`config.mk`:
```
export PLATFORM = sky130hd
export DESIGN_NAME = utf8_to_ucs2_stream_decoder
export DESIGN_NICKNAME = d
export VERILOG_FILES = /design/src/sv/utfdec_pkg.sv /design/src/sv/utfdec_in_reg.sv /design/src/sv/utfdec_core.sv /design/src/sv/utfdec_burst.sv /design/src/sv/utf8_to_ucs2_stream_decoder.sv
export SDC_FILE = /design/constraint.sdc
export NUM_CORES = 1
export LEC_CHECK = 0
export BUFFER_PORTS_ARGS = -buffer_cell sky130_fd_sc_hd__buf_2
export CAP_MARGIN = 10
export CORE_MARGIN = 1
export CORE_UTILIZATION = 61
export DETAILED_ROUTE_END_ITERATION = 12
export HOLD_SLACK_MARGIN = 0.12
export PLACE_DENSITY = 0.83
export SLEW_MARGIN = 20
export SYNTH_ARGS = -nofsm -noshare
export SYNTH_HDL_FRONTEND = slang
export SYNTH_SLANG_ARGS = --single-unit
export TNS_END_PERCENT = 1
```
`constraint.sdc`:
```
create_clock -name clk -period 13.7 [get_ports clk]
set_input_delay 0.685 -clock clk [delete_from_list [all_inputs] [get_ports clk]]
set_output_delay 0.685 -clock clk [all_outputs]
set_load 0.01 [all_outputs]
```
`src/sv/utfdec_pkg.sv`:
```
`default_nettype none

package utfdec_pkg;

    // Hard ceiling on the per-string unit budget.
    localparam int unsigned MAX_UNITS_LIMIT = 128;
    localparam logic [7:0]  MAX_UNITS_CAP   = 8'(MAX_UNITS_LIMIT);
    localparam logic [7:0]  MAX_UNITS_RESET = 8'd128;

    localparam logic [15:0] REPL_UNIT  = 16'hFFFD;
    localparam logic [7:0]  ASCII_TOP  = 8'h80;
    localparam logic [7:0]  CONT_MASK  = 8'hC0;
    localparam logic [7:0]  CONT_VAL   = 8'h80;
    localparam logic [7:0]  LEAD2_MASK = 8'hE0;
    localparam logic [7:0]  LEAD2_VAL  = 8'hC0;
    localparam logic [7:0]  LEAD3_MASK = 8'hF0;
    localparam logic [7:0]  LEAD3_VAL  = 8'hE0;

    // Configuration register indexes (word address bit 2 and up).
    typedef enum logic
    {
        REG_MAX_UNITS = 1'b0,
        REG_UNUSED    = 1'b1
    } reg_idx_t;

    typedef struct packed
    {
        logic [7:0] text_byte;
        logic       final_byte;
    } byte_item_t;

    typedef struct packed
    {
        logic [15:0] code_unit;
        logic        run_last;
        logic        string_last;
    } unit_item_t;

    // Results of one byte, handed from the decoder to the result buffer.
    typedef struct packed
    {
        logic [1:0]            cnt;
        unit_item_t [2:0]      slot;
    } burst_load_t;

    typedef struct packed
    {
        logic [2:0][15:0] units;
        logic [1:0]       nu;
        logic [1:0]       held_cnt;
        logic [1:0][7:0]  held;
    } decode_t;

    function automatic logic is_cont(input logic [7:0] b);
        return (b & CONT_MASK) == CONT_VAL;
    endfunction

    // Decodes the window formed by the held bytes and the new byte.
    // At most three steps are needed since the window holds three bytes.
    function automatic decode_t utf_decode(
        input logic [1:0] held,
        input logic [7:0] p0,
        input logic [7:0] p1,
        input logic [7:0] b,
        input logic       fin
    );
        logic [3:0][7:0] win;
        logic [1:0]      k;
        logic [1:0]      pos;
        logic [1:0]      pos1;
        logic [1:0]      pos2;
        logic [1:0]      avail;
        logic [1:0]      rest;
        logic            stop;
        logic            bad;
        logic [7:0]      c;
        logic [7:0]      n1;
        logic [7:0]      n2;
        decode_t         r;

        r    = '0;
        win  = '0;
        stop = 1'b0;
        pos  = 2'd0;
        unique case (held)
            2'd0:
            begin
                win[0] = b;
                k      = 2'd1;
            end
            2'd1:
            begin
                win[0] = p0;
                win[1] = b;
                k      = 2'd2;
            end
            default:
            begin
                win[0] = p0;
                win[1] = p1;
                win[2] = b;
                k      = 2'd3;
            end
        endcase

        for (int s = 0; s < 3; s++)
        begin
            if (!stop && (pos < k))
            begin
                c     = win[pos];
                avail = k - pos;
                pos1  = pos + 2'd1;
                pos2  = pos + 2'd2;
                n1    = win[pos1];
                n2    = win[pos2];
                bad   = ((avail >= 2'd2) && !is_cont(n1)) ||
                        ((avail == 2'd3) && !is_cont(n2));
                if (c < ASCII_TOP)
                begin
                    r.units[r.nu] = {8'h00, c};
                    r.nu          = r.nu + 2'd1;
                    pos           = pos + 2'd1;
                end
                else if ((c & LEAD2_MASK) == LEAD2_VAL)
                begin
                    if ((avail >= 2'd2) && is_cont(n1))
                    begin
                        r.units[r.nu] = {5'b0, c[4:0], n1[5:0]};
                        r.nu          = r.nu + 2'd1;
                        pos           = pos + 2'd2;
                    end
                    else if ((avail >= 2'd2) || fin)
                    begin
                        r.units[r.nu] = REPL_UNIT;
                        r.nu          = r.nu + 2'd1;
                        pos           = pos + 2'd1;
                    end
                    else
                    begin
                        stop = 1'b1;
                    end
                end
                else if ((c & LEAD3_MASK) == LEAD3_VAL)
                begin
                    if (bad || ((avail < 2'd3) && fin))
                    begin
                        r.units[r.nu] = REPL_UNIT;
                        r.nu          = r.nu + 2'd1;
                        pos           = pos + 2'd1;
                    end
                    else if (avail == 2'd3)
                    begin
                        r.units[r.nu] = {c[3:0], n1[5:0], n2[5:0]};
                        r.nu          = r.nu + 2'd1;
                        pos           = pos + 2'd3;
                    end
                    else
                    begin
                        stop = 1'b1;
                    end
                end
                else
                begin
                    r.units[r.nu] = REPL_UNIT;
                    r.nu          = r.nu + 2'd1;
                    pos           = pos + 2'd1;
                end
            end
        end

        rest       = k - pos;
        pos1       = pos + 2'd1;
        r.held[0]  = win[pos];
        r.held[1]  = win[pos1];
        r.held_cnt = (rest > 2'd2) ? 2'd2 : rest;
        if (fin)
        begin
            r.held_cnt = 2'd0;
        end
        return r;
    endfunction

endpackage

`default_nettype wire

```
`src/sv/utfdec_in_reg.sv`:
```
`default_nettype none

module utfdec_in_reg
    import utfdec_pkg::*;
(
    input  wire logic       clk,
    input  wire logic       rst_n,
    input  wire logic       byte_valid,
    output logic            byte_ready,
    input  wire byte_item_t byte_data,
    input  wire logic       take,
    output logic            item_valid,
    output byte_item_t      item
);

    logic       vld_reg;
    byte_item_t item_reg;

    // The register frees itself in the same cycle that the decoder takes it.
    assign byte_ready = !vld_reg || take;
    assign item_valid = vld_reg;
    assign item       = item_reg;

    always_ff @(posedge clk or negedge rst_n)
    begin
        if (!rst_n)
        begin
            vld_reg <= 1'b0;
        end
        else if (byte_valid && byte_ready)
        begin
            vld_reg <= 1'b1;
        end
        else if (take)
        begin
            vld_reg <= 1'b0;
        end
    end

    always_ff @(posedge clk)
    begin
        if (byte_valid && byte_ready)
        begin
            item_reg <= byte_data;
        end
    end

endmodule

`default_nettype wire

```
`src/sv/utfdec_core.sv`:
```
`default_nettype none

module utfdec_core
    import utfdec_pkg::*;
(
    input  wire logic       clk,
    input  wire logic       rst_n,
    input  wire logic       item_valid,
    input  wire byte_item_t item,
    input  wire logic       burst_free,
    input  wire logic [7:0] max_units,
    output logic            take,
    output burst_load_t     load
);

    logic [1:0][7:0] pend_reg;
    logic [1:0]      pend_cnt_reg;
    logic [1:0]      pend_cnt_next;
    logic [7:0]      emitted_reg;
    logic [7:0]      emitted_next;
    decode_t         dec;
    logic [7:0]      cap;
    logic [7:0]      room;
    logic [1:0]      kept;
    logic [7:0]      total;
    logic            fin;

    assign take = item_valid && burst_free;
    assign fin  = item.final_byte;

    always_comb
    begin
        dec   = utf_decode(pend_cnt_reg, pend_reg[0], pend_reg[1], item.text_byte, fin);
        cap   = (max_units > MAX_UNITS_CAP) ? MAX_UNITS_CAP : max_units;
        room  = (cap > emitted_reg) ? (cap - emitted_reg) : 8'd0;
        kept  = (room < {6'b0, dec.nu}) ? room[1:0] : dec.nu;
        total = emitted_reg + {6'b0, kept};

        load.cnt = kept;
        for (int j = 0; j < 3; j++)
        begin
            load.slot[j].code_unit   = dec.units[j];
            load.slot[j].run_last    = (kept == 2'(j + 1));
            load.slot[j].string_last = (kept == 2'(j + 1)) && (fin || (total == cap));
        end

        emitted_next  = fin ? 8'd0 : total;
        pend_cnt_next = dec.held_cnt;
    end

    always_ff @(posedge clk or negedge rst_n)
    begin
        if (!rst_n)
        begin
            pend_cnt_reg <= 2'd0;
            emitted_reg  <= 8'd0;
        end
        else if (take)
        begin
            pend_cnt_reg <= pend_cnt_next;
            emitted_reg  <= emitted_next;
        end
    end

    always_ff @(posedge clk)
    begin
        if (take)
        begin
            pend_reg <= dec.held;
        end
    end

endmodule

`default_nettype wire

```
`src/sv/utfdec_burst.sv`:
```
`default_nettype none

module utfdec_burst
    import utfdec_pkg::*;
(
    input  wire logic        clk,
    input  wire logic        rst_n,
    input  wire logic        load_en,
    input  wire burst_load_t load,
    output logic             burst_free,
    output logic             unit_valid,
    input  wire logic        unit_ready,
    output unit_item_t       unit_data
);

    unit_item_t [2:0] slot_reg;
    logic [1:0]       cnt_reg;
    logic             pop;

    assign pop        = (cnt_reg != 2'd0) && unit_ready;
    assign burst_free = (cnt_reg == 2'd0) || ((cnt_reg == 2'd1) && unit_ready);
    assign unit_valid = (cnt_reg != 2'd0);
    assign unit_data  = slot_reg[0];

    always_ff @(posedge clk or negedge rst_n)
    begin
        if (!rst_n)
        begin
            cnt_reg <= 2'd0;
        end
        else if (load_en)
        begin
            cnt_reg <= load.cnt;
        end
        else if (pop)
        begin
            cnt_reg <= cnt_reg - 2'd1;
        end
    end

    always_ff @(posedge clk)
    begin
        if (load_en)
        begin
            slot_reg <= load.slot;
        end
        else if (pop)
        begin
            slot_reg[0] <= slot_reg[1];
            slot_reg[1] <= slot_reg[2];
        end
    end

endmodule

`default_nettype wire

```
`src/sv/utf8_to_ucs2_stream_decoder.sv`:
```
// Streaming UTF-8 to UCS-2 decoder. Bytes of a string arrive one request at a time on the
// byte channel, with final_byte marking the last byte; 16-bit code units leave on the unit
// channel. ASCII passes through, two- and three-byte sequences are decoded, and anything
// malformed (a stray continuation byte, a lead byte without its continuation bytes, a four-
// byte lead or an invalid byte) gives U+FFFD; after a broken lead the bytes behind it are
// decoded again, so one byte can give up to three units. run_last flags the last unit
// caused by a byte and string_last the last unit of a string. The max_units register (APB
// byte address 0, reset 128, saturated at 128, zero drops everything) caps the units of one
// string; further units are dropped while bytes are still consumed. A byte passes an input
// register and, once the result buffer can take it, is decoded into that buffer, which then
// offers its first unit. Throughput is one byte per cycle while each byte gives at most
// one unit and the unit channel is ready; a byte that gives more units keeps the decoder
// from taking the next byte until its last unit is leaving, since the three-entry result
// buffer drains one unit per cycle while the unit channel is ready. Change max_units only
// while no request is in flight.

`default_nettype none

module utf8_to_ucs2_stream_decoder
    import utfdec_pkg::*;
(
    input  wire logic        clk,
    input  wire logic        rst_n,

    input  wire logic        byte_valid,
    output logic             byte_ready,
    input  wire byte_item_t  byte_data,

    output logic             unit_valid,
    input  wire logic        unit_ready,
    output unit_item_t       unit_data,

    input  wire logic        psel,
    input  wire logic        penable,
    input  wire logic        pwrite,
    input  wire logic [2:0]  paddr,
    input  wire logic [31:0] pwdata,
    output logic [31:0]      prdata,
    output logic             pready
);

    logic        max_units_sel;
    logic [7:0]  max_units_val_reg;
    logic        cfg_wr;
    logic        item_valid;
    byte_item_t  item;
    logic        take;
    logic        burst_free;
    burst_load_t load;

    // Register writes complete in the access phase; there are no wait states.
    assign pready = 1'b1;
    assign cfg_wr = psel && penable && pwrite;

    // Only the max_units register exists; other word addresses read as zero.
    assign max_units_sel = (paddr[2] == REG_MAX_UNITS);
    assign prdata        = max_units_sel ? {24'b0, max_units_val_reg} : 32'b0;

    always_ff @(posedge clk or negedge rst_n)
    begin
        if (!rst_n)
        begin
            max_units_val_reg <= MAX_UNITS_RESET;
        end
        else if (cfg_wr && max_units_sel)
        begin
            max_units_val_reg <= pwdata[7:0];
        end
    end

    // Input register: takes a new byte request while results are still draining.
    utfdec_in_reg u_in_reg
    (
        .clk        (clk),
        .rst_n      (rst_n),
        .byte_valid (byte_valid),
        .byte_ready (byte_ready),
        .byte_data  (byte_data),
        .take       (take),
        .item_valid (item_valid),
        .item       (item)
    );

    // Decoder: window of held bytes plus the new byte, unit budget, and held state.
    utfdec_core u_core
    (
        .clk        (clk),
        .rst_n      (rst_n),
        .item_valid (item_valid),
        .item       (item),
        .burst_free (burst_free),
        .max_units  (max_units_val_reg),
        .take       (take),
        .load       (load)
    );

    // Result buffer: holds up to three units of one byte and shifts them out.
    utfdec_burst u_burst
    (
        .clk        (clk),
        .rst_n      (rst_n),
        .load_en    (take),
        .load       (load),
        .burst_free (burst_free),
        .unit_valid (unit_valid),
        .unit_ready (unit_ready),
        .unit_data  (unit_data)
    );

endmodule

`default_nettype wire

```
==> run summary, run 1 <==
The flow ran to the end, and the final reports show no timing, DRC or antenna violations. The setup total negative slack was 0 ns. Data required time of the critical path: 13.83 ns. The detailed-route via count was 9128; the arrival time at the worst endpoint was 11.91 ns. Once the floorplan was initialized, standard cells occupied 62.7% of the core. The logs give 0 for the overall overflow remaining after global route and 9 for the number of buffers inserted during clock tree synthesis. The first detailed-routing pass ran for 6 iterations. Counting the fill cells in the layout gives 1297.

The parity-gate share of the synthesized area counting xor and xnor cells is 1.91%, and the final-report hold violation count is 0. sky130_fd_sc_hd__nand2_1 is the most common cell in the netlist. The first routing iteration left 1334 violations. The die footprint is 0.0155 mm^2, and the width of the die is 124 um. After clock tree synthesis, the repair step resized 0 gates. The CTS clock-pin slew for the worst setup and hold paths is 0.08 ns, and the aggregate global-route resource usage is 38.0%. In the final routed layout, each cell accounts on average for 22.1 um. Relative to the synthesized area, the layout overhead comes to 4.23%.

The non-filler instance count after layout came out at 1316. Counting instances in the post-synthesis netlist gives the leading cell types as sky130_fd_sc_hd__nand2_1 (158), sky130_fd_sc_hd__a21oi_1 (102), sky130_fd_sc_hd__o21ai_0 (94). The library cell contributing the largest single delay on the critical path is sky130_fd_sc_hd__fa_1. Type of the worst setup path: flip-flop to flip-flop. Post-route DRC violation count: 0.

The number of antenna violations at the first check in global routing is 0, and the worst clock skew is 0.0117 ns. The max-capacitance violation count is 0, and the total of buffers placed on input and output ports is 52. The worst min-delay path class is input port to asynchronous set/reset pin.

After Yosys synthesis, and, or, nand and nor cells account for 19.7% of the synthesized area. Hold repair after CTS inserted 0 buffers. Entering global routing, the biggest net connects 60 pins.

The H-tree generated during clock tree synthesis spans 3 levels. The total area inside the core boundary comes to 0.0146 mm^2. Of the available clock period, the critical path in the final layout requires 86.0%. The synthesized netlist contains 89 unique library cells.

The synthesized-area fraction occupied by adder cells is 4.02%, and the area fraction in compound gates after synthesis is 30.0%. The final period demand of the worst path is 11.78 ns, and the sequential fraction of the synthesis area is 31.7%. Buffer levels on the longest clock path: 2. The proportion of register bits with asynchronous set or reset after synthesis was 21.0%; the netlist area before placement was 0.00915 mm^2. Cells with a size suffix above 1 make up 11.0% of the layout. The final layout contains 1205 nets. Yosys printed 0 warnings.

The transition time at the pin with the least slew margin works out to 1.09 ns. The run gives 0 as the number of antenna repair diodes. Number of rows in the core area: 44.

STA classifies the critical path startpoint as a flip-flop. The tools report the weighted congestion reported at the end of routability-driven placement as 1.03. Setup repair after global routing left no endpoint under its margin.

For the total instance count after detailed placement, the log shows 1300. Cell at the root of the clock tree: sky130_fd_sc_hd__clkbuf_16. The number of flip-flops under the largest register name is 36.

After synthesis the netlist holds a flip-flop and latch count of 100. By area the synthesized netlist is led by sky130_fd_sc_hd__edfxtp_1 (26%), sky130_fd_sc_hd__nand2_1 (6.5%), sky130_fd_sc_hd__a21oi_1 (5.6%). CTS saw 100 sinks. The average footprint of a synthesized cell was 7.99 um^2; the stage delay of the slowest cell on the critical path was 0.72 ns. Counting every instance in the synthesized netlist gives 1145.

TritonCTS built the clock tree. The number of setup violations in the final report was 0. The maximum fanout along the worst path was 36; the via count of the first global-routing pass was 8475. The synthesized design contains 79 enable-type register cells. The tools report the first-pass GRT wire length as 46.4 mm. Largest family of logic cells by synthesized area: compound AO/OA/AOI/OAI gates. After clock tree synthesis, the setup repair step added 0 buffers.

At the later pin of the worst-skew pair, clock insertion delay measures 0.37 ns. Of all cell types, the one taking the most synthesized area is sky130_fd_sc_hd__edfxtp_1. Measured along the y axis, the die boundary spans 124 um. The HPWL after detailed placement is 21.0 mm.

The tightest slew margin relative to the limit is 25.8%. Multiplexer cells account for 3.98% of the synthesized area. Remaining number of nets flagged by the antenna check after routing: 0. The total count of max-transition violations in the final report was 0; the fraction of post-synthesis cell area in the top cell type by area was 25.9%. Critical path capture point type: a flip-flop. The final layout contains routed wiring with a total length of 29.0 mm.

The run gives 84.9 MHz as the maximum operating frequency. Dividing the detail-routed via count by the number of cells gives 6.94. The most used flip-flop cell after synthesis is sky130_fd_sc_hd__edfxtp_1.

During I/O placement, the number of pins put on the boundary was 104.
==> metal layers <==
| metal | global-route usage [%] | up-vias | routed length [um] |
|---|---|---|---|
| li1 | - | 4156 | - |
| met1 | 50.6 | 4235 | 11600 |
| met2 | 57.8 | 610 | 12900 |
| met3 | 7.30 | 127 | 2950 |
| met4 | 21.2 | 0 | 1610 |
| met5 | 0 | - | 0 |
==> critical path, delay by kind of cell, from the launching register on <==
kind	cells	cell delay [ns]
simple gates	11	3.11
xor+xnor	2	0.34
mux	1	0.29
fa+ha+maj	7	2.74
flops	1	0.40
compound gates	10	2.97
buf+inv	7	1.70
==> per-stage QoR <==
stage                     worst slack, ns  instance area (um^2)  hold slack (ns)  util [%]
after floorplan                      3.60                  9230            0.389         -
after global placement               2.28                  9230            0.491      63.2
after detailed placement             2.20                  9230            0.497      63.2
after CTS                            2.18                  9530            0.297      65.4
after global routing                 1.23                  9530            0.327      65.4
final                                1.92                  9530            0.278      65.4
==> cell usage in the layout, fill, tap and decap left out, drive strengths merged, types with 21 or more instances in the layout <==
master / count
o21ai: 100
o22ai: 31
nand2: 159
mux2i: 24
a21oi: 102
ha: 23
conb: 25
inv: 37
nand3: 27
edfxtp: 79
buf: 72
nor2b: 21
nor2: 91
==> cell type report <==
| cell class | instances | area [um^2] | share of cell area (%) |
|---|---|---|---|
| multi-input combinational | 910 | 5560 | 58.3 |
| sequential | 100 | 2900 | 30.4 |
| timing repair buffer | 72 | 410 | 4.30 |
| tap | 184 | 230 | 2.41 |
| clock buffer | 9 | 225 | 2.36 |
| inverter | 34 | 129 | 1.35 |
| clock inverter | 7 | 83.8 | 0.879 |
==> worst paths after layout <==
check                      cells after the start                   start                     to  slack (ns)
hold reg to reg                                2    u_burst.slot_reg[33]  u_burst.unit_data[15]        0.51
hold / removal                                 1                   rst_n     u_burst.cnt_reg[1]        0.28
max in group asynchronous                      1                   rst_n   max_units_val_reg[7]       13.05
setup / recovery                              38  u_core.pend_cnt_reg[1]   u_burst.unit_data[0]        1.92
setup reg to reg                              38  u_core.pend_cnt_reg[1]   u_burst.unit_data[0]        1.92
min in group clk                               1            byte_data[7]       u_in_reg.item[7]        0.49
==> cells by family (layout without fill, tap and decap cells) <==
kind of cell    after synthesis  in the layout
simple gates                389            389
buf+inv                     158            122
mux                          35             35
flops                       100            100
other cells                   2             25
xor+xnor                     20             20
compound gates              414            414
fa+ha+maj                    27             27
Power of run 1 is left out: the tool's default activity adds up to more than one toggle a clock period on the data nets, which glitch-free logic cannot reach.
==> inputs of run 2 (changes only) <==
Settings changed: ABC_AREA set to 1, CORE_UTILIZATION 61 to 30, PLACE_DENSITY 0.83 to unset.
==> run 2 against run 1 <==
Net effect: critical path depth rose by 15; die area rose by 110%; global-route usage fell by 18 points; utilization fell by 33 points; synthesized cell count rose by 22%; critical endpoint unchanged; largest cell class unchanged.
==> run summary, run 2 <==
The transition time at the pin with the least slew margin was 1.12 ns; the detailed-route via count was 9842. The average footprint of a synthesized cell works out to 6.95 um^2. Once detailed placement completed, the half-perimeter wirelength came to 24.7 mm. Synthesis inferred 100 register bits.

Library cell contributing the largest single delay on the critical path: sky130_fd_sc_hd__nor2_1. The tool flagged a number of max-cap violations equal to 0. The register-to-register path setup slack came out at 2.42 ns.

The run gives 8989 as the via count of the first global-routing pass. By area the synthesized netlist is led by sky130_fd_sc_hd__edfxtp_1 (25%), sky130_fd_sc_hd__nand2_1 (11%), sky130_fd_sc_hd__o21ai_0 (7.1%). The flow ran to the end, and the final reports show no timing, DRC or antenna violations. The number of buffers inserted during clock tree synthesis was 9; the netlist area before placement was 0.00968 mm^2.

The logs give 2 for the buffer levels on the longest clock path and 0 for the post-route DRC violation count. The number of clock sinks is 100, and the number of rows in the core area is 65. The total of buffers placed on input and output ports was 52. Setup total negative slack on the finished layout was measured at 0 ns.

In this run the biggest area consumer among cell types represents 24.5% of the synthesized area. Die height: 182 um. The post-synthesis cell type count came out at 64. The run gives 0 as the number of post-CTS setup repair buffers. The total wire length after detailed routing is 33.5 mm.

TritonCTS built the clock tree. At the worst endpoint, the required time is 13.93 ns. After layout, the worst path uses 82.3% of the clock period. In this run the remaining antenna-violating nets after routing total 0. The worst path in the final design needs a cycle of 11.28 ns, including I/O delays and setup. The tightest slew margin relative to the limit is 24.6%. The biggest area contributor in the post-synthesis netlist is sky130_fd_sc_hd__edfxtp_1. Detailed-router iteration count before antenna repair: 6. The aggregate global-route resource usage was 20.2%. The initial core utilization was 30.6%. The total overflow left after global routing is 0.

The number of antenna violations at the first check in global routing was 0. The element type at the critical path start is a flip-flop. The worst hold path belongs to the class input port to asynchronous set/reset pin.

The tree is rooted in a sky130_fd_sc_hd__clkbuf_16. Setup repair after global routing left no endpoint under its margin. The final-report hold violation count was 0; the arrival time at the worst endpoint was 11.50 ns. Routability-driven placement finished with a final weighted congestion of 1.01. The library cell used most frequently in the layout, excluding fill and tap cells, is sky130_fd_sc_hd__nand2_1. In this run the worst path has a maximum fanout of 28. At the later pin of the worst-skew pair, clock insertion delay measures 0.36 ns.

The stage delay of the slowest cell on the critical path came out at 0.74 ns. The dominant cell type by count on the critical path is sky130_fd_sc_hd__nand2_1. Among all cell types in the netlist, the one instantiated most often is sky130_fd_sc_hd__nand2_1.

The first global-routing pass estimated 52.2 mm of wire. The most used flip-flop cell after synthesis is sky130_fd_sc_hd__edfxtp_1. Across the routed clock network, the largest skew measured is 0.0104 ns. For the number of hold buffers added after cts, the log shows 0. Setup violations remaining at the end of the flow were counted as 0. Entering global routing, the biggest net connects 54 pins. The total count of max-transition violations in the final report is 0, and the number of warnings issued by yosys is 0. After synthesis, flip-flops and latches occupy 30.0% of the total area. The tools report the final layout net count as 1463.

Layout overhead on the synthesized area: 6.49%. The tools report the synthesized netlist cell count as 1393. The setup path with the least slack is of type flip-flop to flip-flop.

In the synthesized netlist, the cells that appear most often are sky130_fd_sc_hd__nand2_1 (292), sky130_fd_sc_hd__o21ai_0 (138), sky130_fd_sc_hd__inv_1 (134). The wire length per cell works out to 18.7 um. The post-route netlist has 12.0% of its cells at a drive strength greater than 1. The number of antenna repair diodes is 0, and the number of flops mapped to enable cells by yosys is 79.

STA classifies the critical path endpoint as a flip-flop. In the layout the commonest cells are sky130_fd_sc_hd__nand2_1 (292), sky130_fd_sc_hd__o21ai_0 (138), sky130_fd_sc_hd__inv_1 (134). The region available for standard cell placement spans 0.0316 mm^2. The register with the most flip-flops in the layout has 36 of them. The tools report the number of H-tree levels as 3. The number of gates resized after CTS was 0. In the routed layout, each cell is associated on average with a via count of 5.49. The first routing iteration left 1058 violations. The width of the die came out at 182 um. After clock tree synthesis, the clock-pin slew on the worst setup and hold paths is 0.08 ns. The die covers 0.0330 mm^2. The maximum operating frequency is 88.7 MHz, and the number of top-level pins is 104. The proportion of register bits with asynchronous set or reset after synthesis was 21.0%.
run 2: changes by cell type in the layout (fill, tap and decap cells not counted), moves of 17 or more:
cell                       before  now
sky130_fd_sc_hd__o211ai_1       9   26
sky130_fd_sc_hd__nand3_1       27   86
sky130_fd_sc_hd__nand2_1      158  292
sky130_fd_sc_hd__a221oi_1      17    0
sky130_fd_sc_hd__inv_1         27  134
sky130_fd_sc_hd__mux2i_1       24    0
sky130_fd_sc_hd__nand2_2        1   20
sky130_fd_sc_hd__nor2_1        90  123
sky130_fd_sc_hd__nor2b_1       21    0
sky130_fd_sc_hd__o21ai_0       94  138
run 2: cells by family after synthesis:
kind of cell	count (synthesis)	synth area share [%]
xor gates and xnor gates	18	1.63
DFF	100	30.0
and+or+nand+nor	591	27.6
AOI/OAI and AO/OA	396	24.5
adders and majority gates	27	3.80
buffers and inverters	259	12.4
other	2	0.0776
run 2: layout make-up:
type,instances,area [um^2]
clock buffers,10,239
inverters,153,587
flip-flops and latches,100,2900
well taps,402,503
clock inverters,6,52.6
multi-input cells,1057,5670
fillers,3422,21300
repair buffers,64,350
run 2: path summary, 6_finish.rpt:
path | from | end | depth (start not counted)
min reg2reg | u_burst.slot_reg[36] | u_burst.slot_reg[18] | 2
max | u_core.pend_cnt_reg[1] | u_burst.unit_data[0] | 53
min | rst_n | max_units_val_reg[6] | 1
max reg2reg | u_core.pend_cnt_reg[1] | u_burst.unit_data[0] | 53
min in group clk | byte_data[1] | u_in_reg.item[1] | 1
max in group asynchronous | rst_n | max_units_val_reg[7] | 1
run 2: worst max-delay path, delay by kind of cell (launching register included):
family	cells	cell delay, ns
buffers and inverters	9	1.67
flip-flops	1	0.36
AND/OR/NAND/NOR	29	5.06
XOR/XNOR	2	0.31
AO/OA/AOI/OAI	6	1.38
adder cells (fa/ha/maj)	7	2.31
run 2: layer usage:
metal / vias to the layer above / wire length, um / global-route usage (%)
met2: 472 / 14700 / 31.1
met5: - / 0 / 0
met1: 4609 / 15100 / 29.0
li1: 4709 / - / -
met3: 52 / 2980 / 3.55
met4: 0 / 656 / 5.25
run 2: through the flow:
step	setup slack (ns)	utilization [%]	cell area, um^2	std cells	hold WS [ns]
after floorplan	5.08	-	9760	1416	0.389
after global placement	2.79	31.6	10000	1776	0.509
after detailed placement	2.65	31.6	10000	1776	0.512
after CTS	2.59	32.6	10300	1792	0.288
after global routing	1.66	32.6	10300	1792	0.318
final	2.42	32.6	10300	1792	0.275
Power of run 2 is left out for the same reason.
==> inputs of run 3 (changes only) <==
Clock period 13.7 ns to 11.45 ns, I/O delays scaled along.
==> run 3 against run 2 <==
Net effect: critical path depth is the same; highest routed layer unchanged; sequential share of layout area shrank 0.27 points; via count grew 0.10%; clock skew grew 0.0065 ns; first-iteration DRC count grew 5.7%.
==> run summary, run 3 (synthesis results as in run 2) <==
The run finished with clean final reports. Summing over every cut layer, the via total after detailed routing is 9852. The core region is 0.0316 mm^2.

The cell at the root of the clock tree was sky130_fd_sc_hd__clkbuf_16. The library cell used most frequently in the layout, excluding fill and tap cells, is sky130_fd_sc_hd__nand2_1. The run gives 0.0330 mm^2 as the die footprint. In this run the worst hold path is classified as input port to asynchronous set/reset pin. The worst path in the final design needs a cycle of 10.12 ns, including I/O delays and setup.

Clock-pin slew was measured on the worst setup and hold paths at 0.07 ns. The critical path ends at u_burst.unit_data[0]. Measured on the finished design, the core utilization comes to 32.9%. Setup slack closes at 1.33 ns. Cell area after placement: 0.0101 mm^2. At the end of routability-driven placement, the weighted congestion stood at 0.991. The number of buffers inserted during clock tree synthesis is 9. In this run the critical register-to-register path is launched from u_core.pend_cnt_reg[1]. The logs give 0 for the post-route DRC violation count and 0 for the number of antenna repair diodes. The number of setup violations in the final report was 0; the initial core utilization was 30.6%. The library cells used most frequently in the layout, excluding fill and tap cells, are sky130_fd_sc_hd__nand2_1 (292), sky130_fd_sc_hd__o21ai_0 (138), sky130_fd_sc_hd__inv_1 (134). The number of post-CTS setup repair buffers is 0.

After legalization and detailed placement, the total HPWL measured 25.0 mm. The logs give 3 for the number of H-tree levels and 0.38 ns for the later-pin clock latency in the skew report. The number of hold buffers added after cts was 0.

Origin of the worst setup path: u_core.pend_cnt_reg[1]. 104 I/O pins were placed. The share of the clock period used by the worst path after layout is 88.3%.

TritonCTS built the clock tree. Setup total negative slack on the finished layout was measured at 0 ns. Counting both buffers and inverters, the worst setup path holds a total of 9. The largest individual stage delay along the critical path comes from the cell sky130_fd_sc_hd__fa_1. The maximum fanout along the worst path was 25; the total wire length after detailed routing was 33.8 mm. The iteration-0 DRC count of the detailed router is 1118. The run gives 11.69 ns as the data required time of the critical path.

The logic depth of the worst register-to-register path works out to 53. Before CTS, the worst setup slack after placement is 1.46 ns. For the pin with the worst max-slew slack, the measured transition is 1.26 ns. Grouping stages by cell kind, the critical path spends the most delay in simple AND/OR/NAND/NOR gates. For the final-report hold violation count, the log shows 0. Via count of the first global-routing pass: 9219.

Using the TritonRoute via totals, the vias-per-cell ratio works out to 5.47. Between clock sinks in the finished design, the worst skew comes to 0.0169 ns. The number of antenna violations at the first check in global routing is 0. STA classifies the critical path endpoint as a flip-flop. The final layout contains 1473 nets. Fraction of layout cells with a size suffix above 1: 12.6%. Setup repair after global routing left no endpoint under its margin. The number of clock sinks was 100; the aggregate global-route resource usage was 20.6%. The register with the most flip-flops in the layout has 36 of them. The arrival time at the worst endpoint was 10.36 ns.

The tightest slew margin relative to the limit is 15.4%, and the count of cell instances traversed by the critical path is 53. After routing the design area is 0.0104 mm^2. The die is 182 um tall.

The cell that appears most often on the critical path is sky130_fd_sc_hd__nand2_1. The largest single stage delay on the critical path is 0.66 ns. Row generation in the floorplan step produced 65 rows.

In the final routed layout, each cell accounts on average for 18.7 um. For the maximum operating frequency, the log shows 98.9 MHz. Max-cap violations in this run came to 0. Input and output buffers added on the ports amount to 52. The element type at the critical path start was a flip-flop. Overall overflow remaining after global route: 0. The first global-routing pass estimated 52.8 mm of wire. The run gives 0 as the total count of max-transition violations in the final report. The maximum number of pins on one net before global-route repair was 53; the layout overhead on the synthesized area was 7.54%.

Count of cells resized by post-cts repair: 0. For this run, the detailed router's first-pass iteration total came to 6. Remaining number of nets flagged by the antenna check after routing: 0.

The endpoint of the lowest-slack register-to-register path was u_burst.unit_data[0]. The setup check on the worst reg-to-reg path leaves a slack of 1.33 ns. The type of the worst setup path is flip-flop to flip-flop.

The width of the die was 182 um; the buffer levels on the longest clock path was 2.
## run 3: cell type report
type,count,area (um^2)
Clock inverter,6,88.8
Sequential cell,100,2900
Clock buffer,10,229
Tap cell,402,503
Fill cell,3490,21200
Timing Repair Buffer,74,425
Inverter,153,587
Multi-Input combinational cell,1057,5670
## run 3: worst min-delay path by stage
stage | startpoint | to | slack (ns) | cells after the start
global placement | u_burst.slot_reg[36] | u_burst.slot_reg[18] | 0.51 | 2
global route | rst_n | u_in_reg.item_valid | 0.19 | 1
CTS | rst_n | u_in_reg.item_valid | 0.16 | 1
finish | rst_n | max_units_val_reg[6] | 0.16 | 1
floorplan | rst_n | max_units_val_reg[0] | 0.28 | 0
detailed placement | u_burst.slot_reg[36] | u_burst.slot_reg[18] | 0.51 | 2
## run 3: per-stage QoR
stage,cells,hold slack [ns]
2_1_floorplan,1416,0.277
3_3_place_gp,1786,0.512
3_5_place_dp,1786,0.506
4_1_cts,1802,0.158
5_1_grt,1802,0.192
6_report,1802,0.158
## run 3: metal layers
| metal | up-vias | global-route usage [%] | wire (um) |
|---|---|---|---|
| li1 | 4727 | - | - |
| met1 | 4551 | 27.9 | 14800 |
| met2 | 486 | 31.5 | 14500 |
| met3 | 88 | 5.27 | 3340 |
| met4 | 0 | 7.66 | 1150 |
| met5 | - | 0 | 0 |
Power of run 3 is left out for the same reason.
